===== config.mk =====
export PLATFORM = sky130hd
export DESIGN_NAME = base64_stream_decoder
export DESIGN_NICKNAME = d
export VERILOG_FILES = /design/src/hw/rtl/b64d_pkg.sv /design/src/hw/rtl/base64_stream_decoder.sv
export SDC_FILE = /design/constraint.sdc
export NUM_CORES = 1
export LEC_CHECK = 0
export ABC_AREA = 1
export BUFFER_PORTS_ARGS = -buffer_cell sky130_fd_sc_hd__buf_2
export CORE_ASPECT_RATIO = 0.9
export CORE_MARGIN = 3
export CORE_UTILIZATION = 50
export CTS_CLUSTER_DIAMETER = 30
export DETAILED_ROUTE_END_ITERATION = 16
export PLACE_DENSITY_LB_ADDON = 0.12
export SLEW_MARGIN = 0
export SYNTH_ARGS = -nofsm -noshare
export SYNTH_HDL_FRONTEND = slang
export SYNTH_SLANG_ARGS = --single-unit

===== constraint.sdc =====
create_clock -name clock -period 9.2 [get_ports clock]
set_clock_uncertainty 0.1 [all_clocks]
set_input_delay 1.84 -clock clock [delete_from_list [all_inputs] [get_ports clock]]
set_output_delay 1.84 -clock clock [all_outputs]
set_load 0.1 [all_outputs]

===== src/hw/rtl/b64d_pkg.sv =====
// Shared types, constants and the character classifier of the Base64 stream decoder.
package b64d_pkg;

   localparam int CHAR_W           = 8;
   localparam int SYM_W            = 7;
   localparam int CAP_W            = 16;
   localparam int DCOUNT_W         = 16;
   localparam int COUNT_BITS_DFLT  = 16;
   localparam int QUEUE_DEPTH      = 8;
   localparam int MAX_BYTES        = 3;
   localparam logic [CAP_W-1:0] CAPACITY_RESET = 16'd32;

   localparam logic [SYM_W-1:0] PAD_VAL = 7'd64;
   localparam logic [SYM_W-1:0] WS_VAL  = 7'd65;
   localparam logic [SYM_W-1:0] BAD_VAL = 7'd66;

   typedef enum logic [1:0] {
      ST_OK        = 2'd0,
      ST_MALFORMED = 2'd1,
      ST_CAPACITY  = 2'd2
   } status_type;

   typedef struct packed {
      logic [CHAR_W-1:0] text_char;
      logic              is_terminator;
   } req_type;

   typedef struct packed {
      logic [7:0]          data_byte;
      logic                has_byte;
      logic                done_res;
      status_type          status;
      logic [DCOUNT_W-1:0] decoded_count;
   } rsp_type;

   function automatic logic [SYM_W-1:0] classify(input logic [CHAR_W-1:0] c);
      logic [SYM_W-1:0] v;
      v = BAD_VAL;
      if (c >= 8'h41 && c <= 8'h5A) begin
         v = SYM_W'(c - 8'h41);
      end else if (c >= 8'h61 && c <= 8'h7A) begin
         v = SYM_W'(c - 8'h61 + 8'd26);
      end else if (c >= 8'h30 && c <= 8'h39) begin
         v = SYM_W'(c - 8'h30 + 8'd52);
      end else if (c == 8'h2B) begin
         v = 7'd62;
      end else if (c == 8'h2F) begin
         v = 7'd63;
      end else if (c == 8'h3D) begin
         v = PAD_VAL;
      end else if (c == 8'h20 || c == 8'h0A || c == 8'h0D || c == 8'h09) begin
         v = WS_VAL;
      end
      return v;
   endfunction

endpackage


===== src/hw/rtl/base64_stream_decoder.sv =====
// Base64 stream decoder: character intake, quartet assembly, checks and result queue.
//
// Usage: send one text character per req beat, then a beat with is_terminator set.
// Whitespace is skipped; each complete quartet yields one to three rsp beats carrying a
// decoded byte and the running count. The terminator yields a single rsp beat with
// done_res set, the status and the decoded length, after which the next text starts.
// After any error, characters are dropped silently until the terminator.
// csr carries output_capacity; write it only while the block is idle. csr_ready is
// always high.
// Results are registered in the result queue and offered on rsp from its head.
// Throughput: one character per cycle while req_stall is low; each beat is decoded
// combinationally into an eight-entry result queue that drains one beat per cycle while
// rsp_stall is low. req_stall rises only while the queue cannot take three more results.
// When the receiver stalls, the queue head holds and fills; intake resumes as it drains.
// Reset (synchronous) empties the queue, clears the quartet, count and error state
// and sets output_capacity to 32.
module base64_stream_decoder
   import b64d_pkg::*;
#(
   parameter int COUNT_BITS = COUNT_BITS_DFLT
) (
   input  logic             clock,
   input  logic             reset,
   input  logic             req_valid,
   output logic             req_stall,
   input  req_type          req_payload,
   output logic             rsp_valid,
   input  logic             rsp_stall,
   output rsp_type          rsp_payload,
   input  logic             csr_valid,
   output logic             csr_ready,
   input  logic [CAP_W-1:0] csr_data
);

   localparam int PTR_W = $clog2(QUEUE_DEPTH);
   localparam int CNT_W = $clog2(QUEUE_DEPTH + 1);
   localparam int CMP_W = (COUNT_BITS + 1 > CAP_W + 1) ? COUNT_BITS + 1 : CAP_W + 1;
   localparam logic [CNT_W-1:0] ROOM_LIMIT = CNT_W'(QUEUE_DEPTH - MAX_BYTES);

   logic [CAP_W-1:0]      capacity_ff;
   logic [SYM_W-1:0]      quartet_ff [MAX_BYTES];
   logic [SYM_W-1:0]      quartet_in [MAX_BYTES];
   logic [1:0]            fill_ff, fill_in;
   logic [COUNT_BITS-1:0] byte_count_ff, byte_count_in;
   status_type            error_ff, error_in;

   rsp_type               queue_ff [QUEUE_DEPTH];
   logic [PTR_W-1:0]      wr_ptr_ff, rd_ptr_ff;
   logic [CNT_W-1:0]      count_ff, count_in;

   logic                  req_acc, rsp_acc;
   logic [1:0]            push_n;
   rsp_type               push_data [MAX_BYTES];
   logic [PTR_W-1:0]      wr_idx [MAX_BYTES];

   logic [SYM_W-1:0]      sym, v0, v1, v2, v3;
   logic [5:0]            v2m, v3m;
   logic [7:0]            b0, b1, b2;
   logic [1:0]            n_bytes;
   logic [CMP_W-1:0]      next_count;
   logic [COUNT_BITS-1:0] cnt1, cnt2, cnt3;
   status_type            term_status;

   assign req_stall = count_ff > ROOM_LIMIT;
   assign req_acc   = req_valid && !req_stall;
   assign rsp_valid = count_ff != '0;
   assign rsp_acc   = rsp_valid && !rsp_stall;
   assign rsp_payload = queue_ff[rd_ptr_ff];
   assign csr_ready = 1'b1;

   assign sym = classify(req_payload.text_char);
   assign v0  = quartet_ff[0];
   assign v1  = quartet_ff[1];
   assign v2  = quartet_ff[2];
   assign v3  = sym;
   assign v2m = (v2 == PAD_VAL) ? 6'd0 : v2[5:0];
   assign v3m = (v3 == PAD_VAL) ? 6'd0 : v3[5:0];
   assign b0  = {v0[5:0], v1[5:4]};
   assign b1  = {v1[3:0], v2m[5:2]};
   assign b2  = {v2m[1:0], v3m};
   assign n_bytes = (v2 == PAD_VAL) ? 2'd1 : ((v3 == PAD_VAL) ? 2'd2 : 2'd3);
   assign next_count = CMP_W'(byte_count_ff) + CMP_W'(n_bytes);
   assign cnt1 = byte_count_ff + COUNT_BITS'(1);
   assign cnt2 = byte_count_ff + COUNT_BITS'(2);
   assign cnt3 = byte_count_ff + COUNT_BITS'(3);
   assign term_status = (error_ff == ST_OK && fill_ff != 2'd0) ? ST_MALFORMED : error_ff;

   always_comb begin
      quartet_in    = quartet_ff;
      fill_in       = fill_ff;
      byte_count_in = byte_count_ff;
      error_in      = error_ff;
      push_n        = 2'd0;
      for (int k = 0; k < MAX_BYTES; k++) begin
         push_data[k] = '{data_byte: 8'd0, has_byte: 1'b1, done_res: 1'b0,
                          status: ST_OK, decoded_count: '0};
      end
      push_data[0].data_byte     = b0;
      push_data[1].data_byte     = b1;
      push_data[2].data_byte     = b2;
      push_data[0].decoded_count = DCOUNT_W'(cnt1);
      push_data[1].decoded_count = DCOUNT_W'(cnt2);
      push_data[2].decoded_count = DCOUNT_W'(cnt3);

      if (req_acc) begin
         if (req_payload.is_terminator) begin
            push_n       = 2'd1;
            push_data[0] = '{data_byte: 8'd0, has_byte: 1'b0, done_res: 1'b1,
                             status: term_status,
                             decoded_count: DCOUNT_W'(byte_count_ff)};
            for (int k = 0; k < MAX_BYTES; k++) begin
               quartet_in[k] = '0;
            end
            fill_in       = 2'd0;
            byte_count_in = '0;
            error_in      = ST_OK;
         end else if (error_ff == ST_OK && sym != WS_VAL) begin
            if (sym == BAD_VAL) begin
               error_in = ST_MALFORMED;
            end else if (fill_ff != 2'd3) begin
               quartet_in[fill_ff] = sym;
               fill_in = fill_ff + 2'd1;
            end else begin
               fill_in = 2'd0;
               if (v0 == PAD_VAL || v1 == PAD_VAL ||
                   (v2 == PAD_VAL && v3 != PAD_VAL)) begin
                  error_in = ST_MALFORMED;
               end else if (next_count > CMP_W'(capacity_ff) || next_count[COUNT_BITS]) begin
                  error_in = ST_CAPACITY;
               end else begin
                  push_n        = n_bytes;
                  byte_count_in = COUNT_BITS'(next_count);
               end
            end
         end
      end

      for (int k = 0; k < MAX_BYTES; k++) begin
         wr_idx[k] = wr_ptr_ff + PTR_W'(k);
      end
      count_in = count_ff + CNT_W'(push_n) - CNT_W'(rsp_acc);
   end

   always_ff @(posedge clock) begin
      if (reset) begin
         capacity_ff   <= CAPACITY_RESET;
         for (int k = 0; k < MAX_BYTES; k++) begin
            quartet_ff[k] <= '0;
         end
         fill_ff       <= 2'd0;
         byte_count_ff <= '0;
         error_ff      <= ST_OK;
         wr_ptr_ff     <= '0;
         rd_ptr_ff     <= '0;
         count_ff      <= '0;
      end else begin
         if (csr_valid && csr_ready) begin
            capacity_ff <= csr_data;
         end
         quartet_ff    <= quartet_in;
         fill_ff       <= fill_in;
         byte_count_ff <= byte_count_in;
         error_ff      <= error_in;
         wr_ptr_ff     <= wr_ptr_ff + PTR_W'(push_n);
         rd_ptr_ff     <= rd_ptr_ff + PTR_W'(rsp_acc);
         count_ff      <= count_in;
      end
   end

   always_ff @(posedge clock) begin
      for (int k = 0; k < MAX_BYTES; k++) begin
         if (k < int'(push_n)) begin
            queue_ff[wr_idx[k]] <= push_data[k];
         end
      end
   end

`ifndef NO_ASSERTIONS
   a_queue_bound: assert property (@(posedge clock) disable iff (reset)
      count_ff <= CNT_W'(QUEUE_DEPTH))
      else $error("result queue overfilled");

   a_room_on_accept: assert property (@(posedge clock) disable iff (reset)
      req_acc |-> count_ff <= ROOM_LIMIT)
      else $error("beat taken without room for its results");

   a_error_no_bytes: assert property (@(posedge clock) disable iff (reset)
      (req_acc && !req_payload.is_terminator && error_ff != ST_OK) |=>
         count_ff <= $past(count_ff))
      else $error("bytes produced after an error");

   a_term_clears: assert property (@(posedge clock) disable iff (reset)
      (req_acc && req_payload.is_terminator) |=>
         (fill_ff == 2'd0 && byte_count_ff == '0 && error_ff == ST_OK))
      else $error("text state not cleared after terminator");

   a_count_tracks_bytes: assert property (@(posedge clock) disable iff (reset)
      (push_n != 2'd0 && !req_payload.is_terminator) |=>
         byte_count_ff == $past(byte_count_ff) + COUNT_BITS'($past(push_n)))
      else $error("byte count out of step with bytes pushed");
`endif

endmodule

After elaboration in Yosys (flattened, before gate mapping)

Memories as Yosys holds them, arrays and structs flattened. A register that Yosys moved wholly into a read port is not among the register bits.
Cells that the tools add are included.

Memories: 1
Output and inout port bits: 31
Latch bits: 0
Register bits: 67
Word-level logic and storage cells: 139
Bits in read-only memories: 0
RAM bits: 224
Input port bits: 30

Muxes and demuxes: 51
Divide/modulo/power cells: 0
Reductions and logical operators: 27
Eq/ne operators: 20
Bitwise logic cells: 1
$lt $le $gt $ge: 13
Shift operators: 0
$mul: 0
Add/subtract/negate cells: 16

Memories:

| memory   | depth | bits a word | read ports | clocked after Yosys merged registers in | write ports | line                        | source |
|---|---|---|---|---|---|---|---|
| queue_ff | 8     | 28          | 1          | 1                                       | 3           | base64_stream_decoder.sv:47 | `rsp_type queue_ff [QUEUE_DEPTH];` |

Operators by type and width:

| operator                                                                         | number |
|---|---|
| 16-bit two-way mux                                                               | 6 |
| 21-bit two-way mux                                                               | 4 |
| 28-bit two-way mux                                                               | 2 |
| 2-bit two-way mux                                                                | 21 |
| 7-bit two-way mux                                                                | 6 |
| 7-bit equality test, second input constant                                       | 5 |
| 16-bit by 2-bit adder with 16-bit output, second input constant                  | 2 |
| 8-bit by 6-bit equality test with 1-bit output, second input constant            | 4 |
| 8-bit by 4-bit equality test with 1-bit output, second input constant            | 3 |
| 21-bit bitwise mux                                                               | 1 |
| 16-bit by 2-bit adder with 17-bit output                                         | 1 |
| 17-bit by 16-bit > comparator with 1-bit output                                  | 1 |
| 16-bit by 1-bit adder with 16-bit output, second input constant                  | 1 |
| 8-bit by 7-bit >= comparator with 1-bit output, second input constant            | 2 |
| 8-bit by 7-bit less-or-equal comparator with 1-bit output, second input constant | 2 |
| 7-bit demux with 2-bit select                                                    | 1 |
| 7-bit inequality test, second input constant                                     | 2 |
| 7-bit subtractor, second input constant                                          | 2 |
| 6-bit two-way mux                                                                | 2 |
| 2-bit inequality test, second input constant                                     | 5 |
| 1-bit logical AND                                                                | 9 |
| 8-bit by 6-bit >= comparator with 1-bit output, second input constant            | 1 |
| 8-bit by 6-bit less-or-equal comparator with 1-bit output, second input constant | 1 |
| 4-bit AND reduction                                                              | 2 |
| 26 further kinds                                                                 | 42 |

Longest topological paths before layout

Gate-level depths: netlist of the first run.

Word-level depth: 27
Mapped depth: 43
Depth with buffers taken out: 41

Worst setup path before layout of the first run

Ideal clock, no wire load.

Kind: in2reg
From: in req_payload[3] in the netlist's numbering
To: mem queue_ff[6][0] in the netlist's numbering (enable)
Buffers on the path: 3
Setup time: 0.381 ns
Cell stages on the path: 39
Arrival: 6.850 ns
Setup slack: 1.869 ns
Data required time: 8.719 ns
Path through: buf_2 inv_1 ha_1 nand2_1 nand2_1 nand3_1 nand2_1 nand2_1 nand2_2 nor2_2 nor2_8 nand2_2 nor2_4 nand3_1 ha_1 inv_1 fa_1 inv_1 (+3 left out) xor2_1 ha_1 a21oi_1 o21a_1 nor2_1 nor2_1 nand3_1 nand2_1 nand3_4 clkinv_1 nand3_1 nand2_1 buf_6 nand3_1 buf_2 nand2_1 inv_1 nand2_1

RTL lines:

| what            | line                        | source |
|---|---|---|
| start, declared | base64_stream_decoder.sv:26 | `input req_type req_payload,` |
| end, declared   | base64_stream_decoder.sv:47 |  |

==> results.md, run 1 <==
- Status: finished clean
- Post-synthesis sequential area ratio: 40.2%
- Fin nets: 2785
- Pwr dens: approximately 260 nW/um^2
- Sw Ratio: 37.9%
- Reg2Reg Setup Slack: 2.96 ns
- Slew margin rel.: between 10% and 20%
- Worst Hold Path Cells: 2
- Clock root buffer master: clkbuf_16
- Clk buf depth: 3
- Top Family by Delay on Critical Path: simple AND/OR/NAND/NOR gates
- Metal3 WL: 9.04 mm
- Fraction of registers with async set/reset: 0%
- P&R area growth vs syn: 14.8%
- Row count: 67
- Gr ovfl total: 0
- Final setup TNS: 0 ns
- CP Launch Type: input pin
- Multi-input combinational cell area: 9350 sq um
- Routed metal-1 wirelength: 29.5 mm
- Highest routing layer actually used: met4
- Final GP Congestion: 0.963
- Setup repair bufs after CTS: 0
- Post-synth cell types: 43
- Max capacitance violation total: 0
- Clk slew on worst S/H paths: 0.04 ns
- Core area: 37600 sq um
- First-pass GRT wire length: 106 mm
- Routed wire length: 69.1 mm
- Drt pass-1 iters: 6
- Vias in the first global route: ~18000
- Hpwl dp: 46.0 mm
- CTS H-tree lvls: 3
- I/O Buffers: between 50 and 60
- Starting Density: 51.2%
- Crit path top cell by count: nand2_1
- Seq pwr share: 26.6%
- Slowest cell on the critical path: inv_1
- Final min period: roughly 7.9 ns
- Num Clock Sinks: 291
- RSZ-0062 raised after global routing: no
- Hold buffers post-CTS: 0
- Crit-path max FO: 37
- Net load switching power: between 2 and 2.5 mW
- Post-CTS Resized: 0
- Main flop type after synthesis: edfxtp_1
- Final Hold Vio Count: 0
- Clock Latency Late Sink: 0.58 ns
- Largest net degree at the start of global routing: 110
- Post-Synthesis Cells: 2692
- Peak supply drop: 0.227 mV
- Wire length per cell: 21.3 um
- Design Power: 5.68 mW
- Hold Path Class: reg -> reg
- Diodes inserted: 0
- Mean area per synthesized cell: 7.16 sq um
- Ys Warns: 0
- R2R cell count: 31
- Gate power share: 28.7%
- Clock power frac: 44.7%
- Vias: 19000
- Post-synth EDFFs: between 150 and 200
- Worst Setup End Kind: flop
- R2R Path End: queue_ff[5][9]
- Initial DRC Count: 2686
- Reg2reg start: v2[2]
- CTS tree: yes
- Tcrit/Tclk final: 85.6%
- Crit path depth: 36
- Synthesized area: 19300 sq um
- Number of synthesized register bits: 291
- Met2 WL post-DR: 28.5 mm
- Die X: approximately 210 um
- Final Max Slew Viols: 0
- Layout cell share with drive strength beyond 1: 9.86%
- Reg area: around 7800 sq um
- CP bufs+invs: 8
- Syn nets: between 2000 and 3000
- LEAKAGE: around 11 nW
- Final setup vio count: 0
- Internal power: 3.52 mW
- Most frequent cells in the layout: nand2_1, inv_1, nor2_1
- Required time at the worst-slack endpoint: 9.41 ns
- Commonest non-fill, non-tap cell in the layout: nand2_1
- Die ar.: slightly above 40000 sq um
- Die height: 192 um
- I/O Pins: 61
- Fillers: 3537
- Slew at the pin closest to its max-slew limit: 1.21 ns
- Worst path max stage delay: around 0.52 ns
- Global Route Usage Sum: 33.9%
- Via density: 5.87
- Initial antenna violation count: 0
- Endpoint of the worst hold path: v2[6]
- Arr. time, crit path: 8.09 ns
- Hold Crit Start: v2[6]
- CTS buffer count: 72
- Antenna-violating nets left: 0
- Remaining DRCs: 0
- WS Path Type: in -> reg
- Max Clock Freq: 127 MHz
==> sequential cells by signal, indices dropped and copies added (netlist names) <==
register	flops
count_ff	4
fill_ff	2
v0	7
wr_ptr_ff	3
byte_count_ff	16
capacity_ff	16
v1	7
queue_ff	224
v2	7
rd_ptr_ff	3
error_ff	2
==> tightest hold or removal path, delay by kind of cell (launching register included) <==
kind,cells,cell delay [ns]
flops,1,0.30
compound gates,1,0.05
simple gates,1,0.06
==> Yosys cell counts (all sizes together) (7+ instances only) <==
cell type | count | share of area (%)
edfxtp | 192 | 30
dfxtp | 99 | 10
nand4 | 43 | 1.5
clkbuf | 77 | 1.5
xor2 | 51 | 2.3
nand2 | 689 | 14
o211ai | 85 | 3.3
o21ai | 272 | 7.1
inv | 370 | 7.2
clkinv | 7 | 0.14
xnor2 | 8 | 0.36
o22ai | 27 | 0.88
a21oi | 85 | 2.2
ha | 47 | 3.0
buf | 80 | 2.5
nor2 | 303 | 6.6
nand3 | 185 | 5.2
a31oi | 32 | 1.0
nor3 | 16 | 0.42
==> per-stage QoR <==
stage / cell area, sq um / hold slack, ns / utilization, % / instances / setup slack (ns)
finish: 22100 / 0.360 / 58.8 / 3243 / 1.32
global placement: 19700 / 0.349 / 52.4 / 3114 / 0.991
global route: 22100 / 0.379 / 58.8 / 3243 / 0.641
CTS: 22100 / 0.359 / 58.8 / 3243 / 1.44
detailed placement: 19700 / 0.353 / 52.4 / 3114 / 0.840
floorplan: 19300 / 0.327 / - / 2692 / 1.87
==> cell families after synthesis <==
kind of cell,count (synthesis),synth area share (%)
fa+ha+maj,50,3.36
compound gates,509,14.8
other cells,1,0.0194
simple gates,1248,27.6
buf+inv,534,11.4
xor+xnor,59,2.68
flops,291,40.2
==> power groups by stage <==
stage               Sequential [mW]  Clock (mW)  Combinational, mW
floorplan                      1.50           0               1.28
global placement               1.53           0               1.60
global route                   1.52        2.62               1.74
detailed placement             1.53           0               1.61
CTS                            1.51        2.55               1.62
finish                         1.51        2.54               1.63
==> per-layer routing <==
layer	vias to the layer above	track usage [%]
li1	8871	-
met1	8796	49.0
met2	1201	48.4
met3	178	9.69
met4	0	12.1
met5	-	0
==> area by class of cell <==
class                   instances  share of cell area (%)
clock buffers                  97                    9.37
flip-flops and latches        291                    35.0
multi-input cells            1867                    42.2
well taps                     483                    2.73
repair buffers                 96                    2.65
inverters                     377                    6.40
clock inverters                32                    1.62
==> worst max-delay path by stage <==
stage,from,to
final,req_payload[3],queue_ff[5][9]
after global routing,req_payload[1],queue_ff[0][10]
after CTS,req_payload[1],queue_ff[0][10]
after detailed placement,req_payload[1],queue_ff[0][8]
after global placement,req_payload[1],queue_ff[0][27]
after floorplan,req_payload[3],queue_ff[6][0]
No activity file was read; power rests on OpenSTA's default activity.
==> run 2, diff against run 1 <==
--- a/config.mk
+++ b/config.mk
@@ -6,12 +6,14 @@
 export NUM_CORES = 1
 export LEC_CHECK = 0
 export ABC_AREA = 1
-export BUFFER_PORTS_ARGS = -buffer_cell sky130_fd_sc_hd__buf_2
+export ABC_CLOCK_PERIOD_IN_PS = 9200
 export CORE_ASPECT_RATIO = 0.9
 export CORE_MARGIN = 3
 export CORE_UTILIZATION = 50
 export CTS_CLUSTER_DIAMETER = 30
+export CTS_CLUSTER_SIZE = 12
 export DETAILED_ROUTE_END_ITERATION = 16
+export DONT_BUFFER_PORTS = 1
 export PLACE_DENSITY_LB_ADDON = 0.12
 export SLEW_MARGIN = 0
 export SYNTH_ARGS = -nofsm -noshare
==> run 2 against run 1 <==
Compared with the run above: utilization grew 0.45 points; final cell count shrank 0.83%; global-route usage shrank 1.3 points; design area grew 0.77%.
==> results.md, run 2 (synthesis gave the netlist of run 1 again) <==
- Tcrit/Tclk final: 84.1%
- Clock power frac: 44.2%
- Fin nets: 2756
- Design Power: between 5 and 6 mW
- Final min period: approximately 7.7 ns
- CTS H-tree lvls: 3
- Internal power: 3.61 mW
- Die X: 213 um
- CP bufs+invs: 5
- Wire length per cell: 20.8 um
- Slew margin rel.: 21.9%
- Max reg flops: 224
- Post-CTS Resized: 0
- Required time at the worst-slack endpoint: 9.33 ns
- Clock Latency Late Sink: 0.58 ns
- Slew at the pin closest to its max-slew limit: 1.17 ns
- Gate power share: 29.4%
- Top Family by Delay on Critical Path: simple AND/OR/NAND/NOR gates
- Final setup TNS: 0 ns
- Multi-input combinational cell area: 9520 sq um
- Diodes inserted: 0
- Sw Ratio: 37.8%
- Final Instance Area: about 22000 sq um
- I/O Buffers: 0
- Reg area: 7750 sq um
- Global Route Usage Sum: 32.6%
- Vias in the first global route: 17800
- Initial antenna violation count: 0
- Starting Density: 51.2%
- Antenna-violating nets left: 0
- Arr. time, crit path: 7.86 ns
- Hpwl dp: 45.5 mm
- Via density: 5.88
- Drt pass-1 iters: 6
- Row count: 67
- I/O Pins: 61
- Max capacitance violation total: 0
- Clk buf depth: 3
- Commonest non-fill, non-tap cell in the layout: nand2_1
- Peak supply drop: 0.231 mV
- Die height: 192 um
- CP Launch Type: input pin
- Most frequent cells in the layout: nand2_1, inv_1, nor2_1
- Pwr dens: 260 nW/um^2
- Clk slew on worst S/H paths: roughly 0.040 ns
- Initial DRC Count: 2532
- CTS buffer count: 76
- Crit path top cell by count: nand2_1
- Status: finished clean
- Hold Path Class: reg -> reg
- Gr ovfl total: 0
- LEAKAGE: between 10 and 15 nW
- Layout cell share with drive strength beyond 1: 10.4%
- Post-DP Area: roughly 20000 sq um
- Net load switching power: 2.19 mW
- Final setup vio count: 0
- Max Clock Freq: 129 MHz
- Worst Setup End Kind: flop
- Final GP Congestion: 0.941
- P&R area growth vs syn: 15.7%
- Remaining DRCs: 0
- Worst path max stage delay: ~0.7 ns
- Hold buffers post-CTS: 0
- Setup repair bufs after CTS: 0
- Num Clock Sinks: 291
- Fillers: roughly 3500
- Core area: between 30000 and 40000 sq um
- Vias: 18900
- Final Max Slew Viols: 0
- Final Hold Vio Count: 0
- WS Path Type: in -> reg
- Routed wire length: about 67 mm
- CTS tree: yes
- Crit-path max FO: 26
- Clock root buffer master: clkbuf_16
- Seq pwr share: 26.3%
- Largest net degree at the start of global routing: around 80
- RSZ-0062 raised after global routing: no
- Die ar.: 41000 sq um
- Slowest cell on the critical path: nand3_2
- First-pass GRT wire length: 103 mm
-- run 2: final timing paths --
path	to	cells after the start	startpoint	slack [ns]
worst min register to register	v2[6]	2	v2[6]	0.36
worst max-delay path	queue_ff[2][10]	32	req_payload[3]	1.46
worst max register to register	queue_ff[2][10]	28	v2[2]	3.05
worst min-delay path	v2[6]	2	v2[6]	0.36
-- run 2: per-layer routing --
layer / GRT usage (%) / part of all wire, %
met1: 47.5 / 43
met2: 46.7 / 41
met3: 8.57 / 13
met4: 11.5 / 2.6
met5: 0 / 0
-- run 2: power groups by stage --
stage / combinational [mW] / sequential (mW) / clock [mW]
2_1_floorplan: 1.28 / 1.50 / 0
3_3_place_gp: 1.69 / 1.55 / 0
3_5_place_dp: 1.69 / 1.55 / 0
4_1_cts: 1.70 / 1.53 / 2.58
5_1_grt: 1.82 / 1.53 / 2.66
6_report: 1.71 / 1.53 / 2.56
-- run 2: cell type report --
cell class,instances,share of cell area [%]
timing repair buffer,63,2.32
tap,483,2.71
clock inverter,47,1.90
sequential,291,34.8
clock buffer,88,9.28
inverter,377,6.36
multi-input combinational,1867,42.7
-- run 2: metrics by stage --
stage	hold WS, ns	std cells	setup slack, ns	utilization [%]
finish	0.358	3216	1.46	59.3
floorplan	0.327	2692	1.87	-
global route	0.366	3216	1.04	59.3
detailed placement	0.349	3081	0.998	52.6
CTS	0.359	3216	1.59	59.3
global placement	0.343	3081	1.06	52.6
-- run 2: worst register-to-register path, delay by kind of cell, from the launching register on --
family,cells,cell delay [ns]
adders and majority gates,3,0.93
and+or+nand+nor,16,2.88
DFF,1,0.48
buffers and inverters,6,0.92
xor gates and xnor gates,1,0.17
AOI/OAI and AO/OA,2,0.28
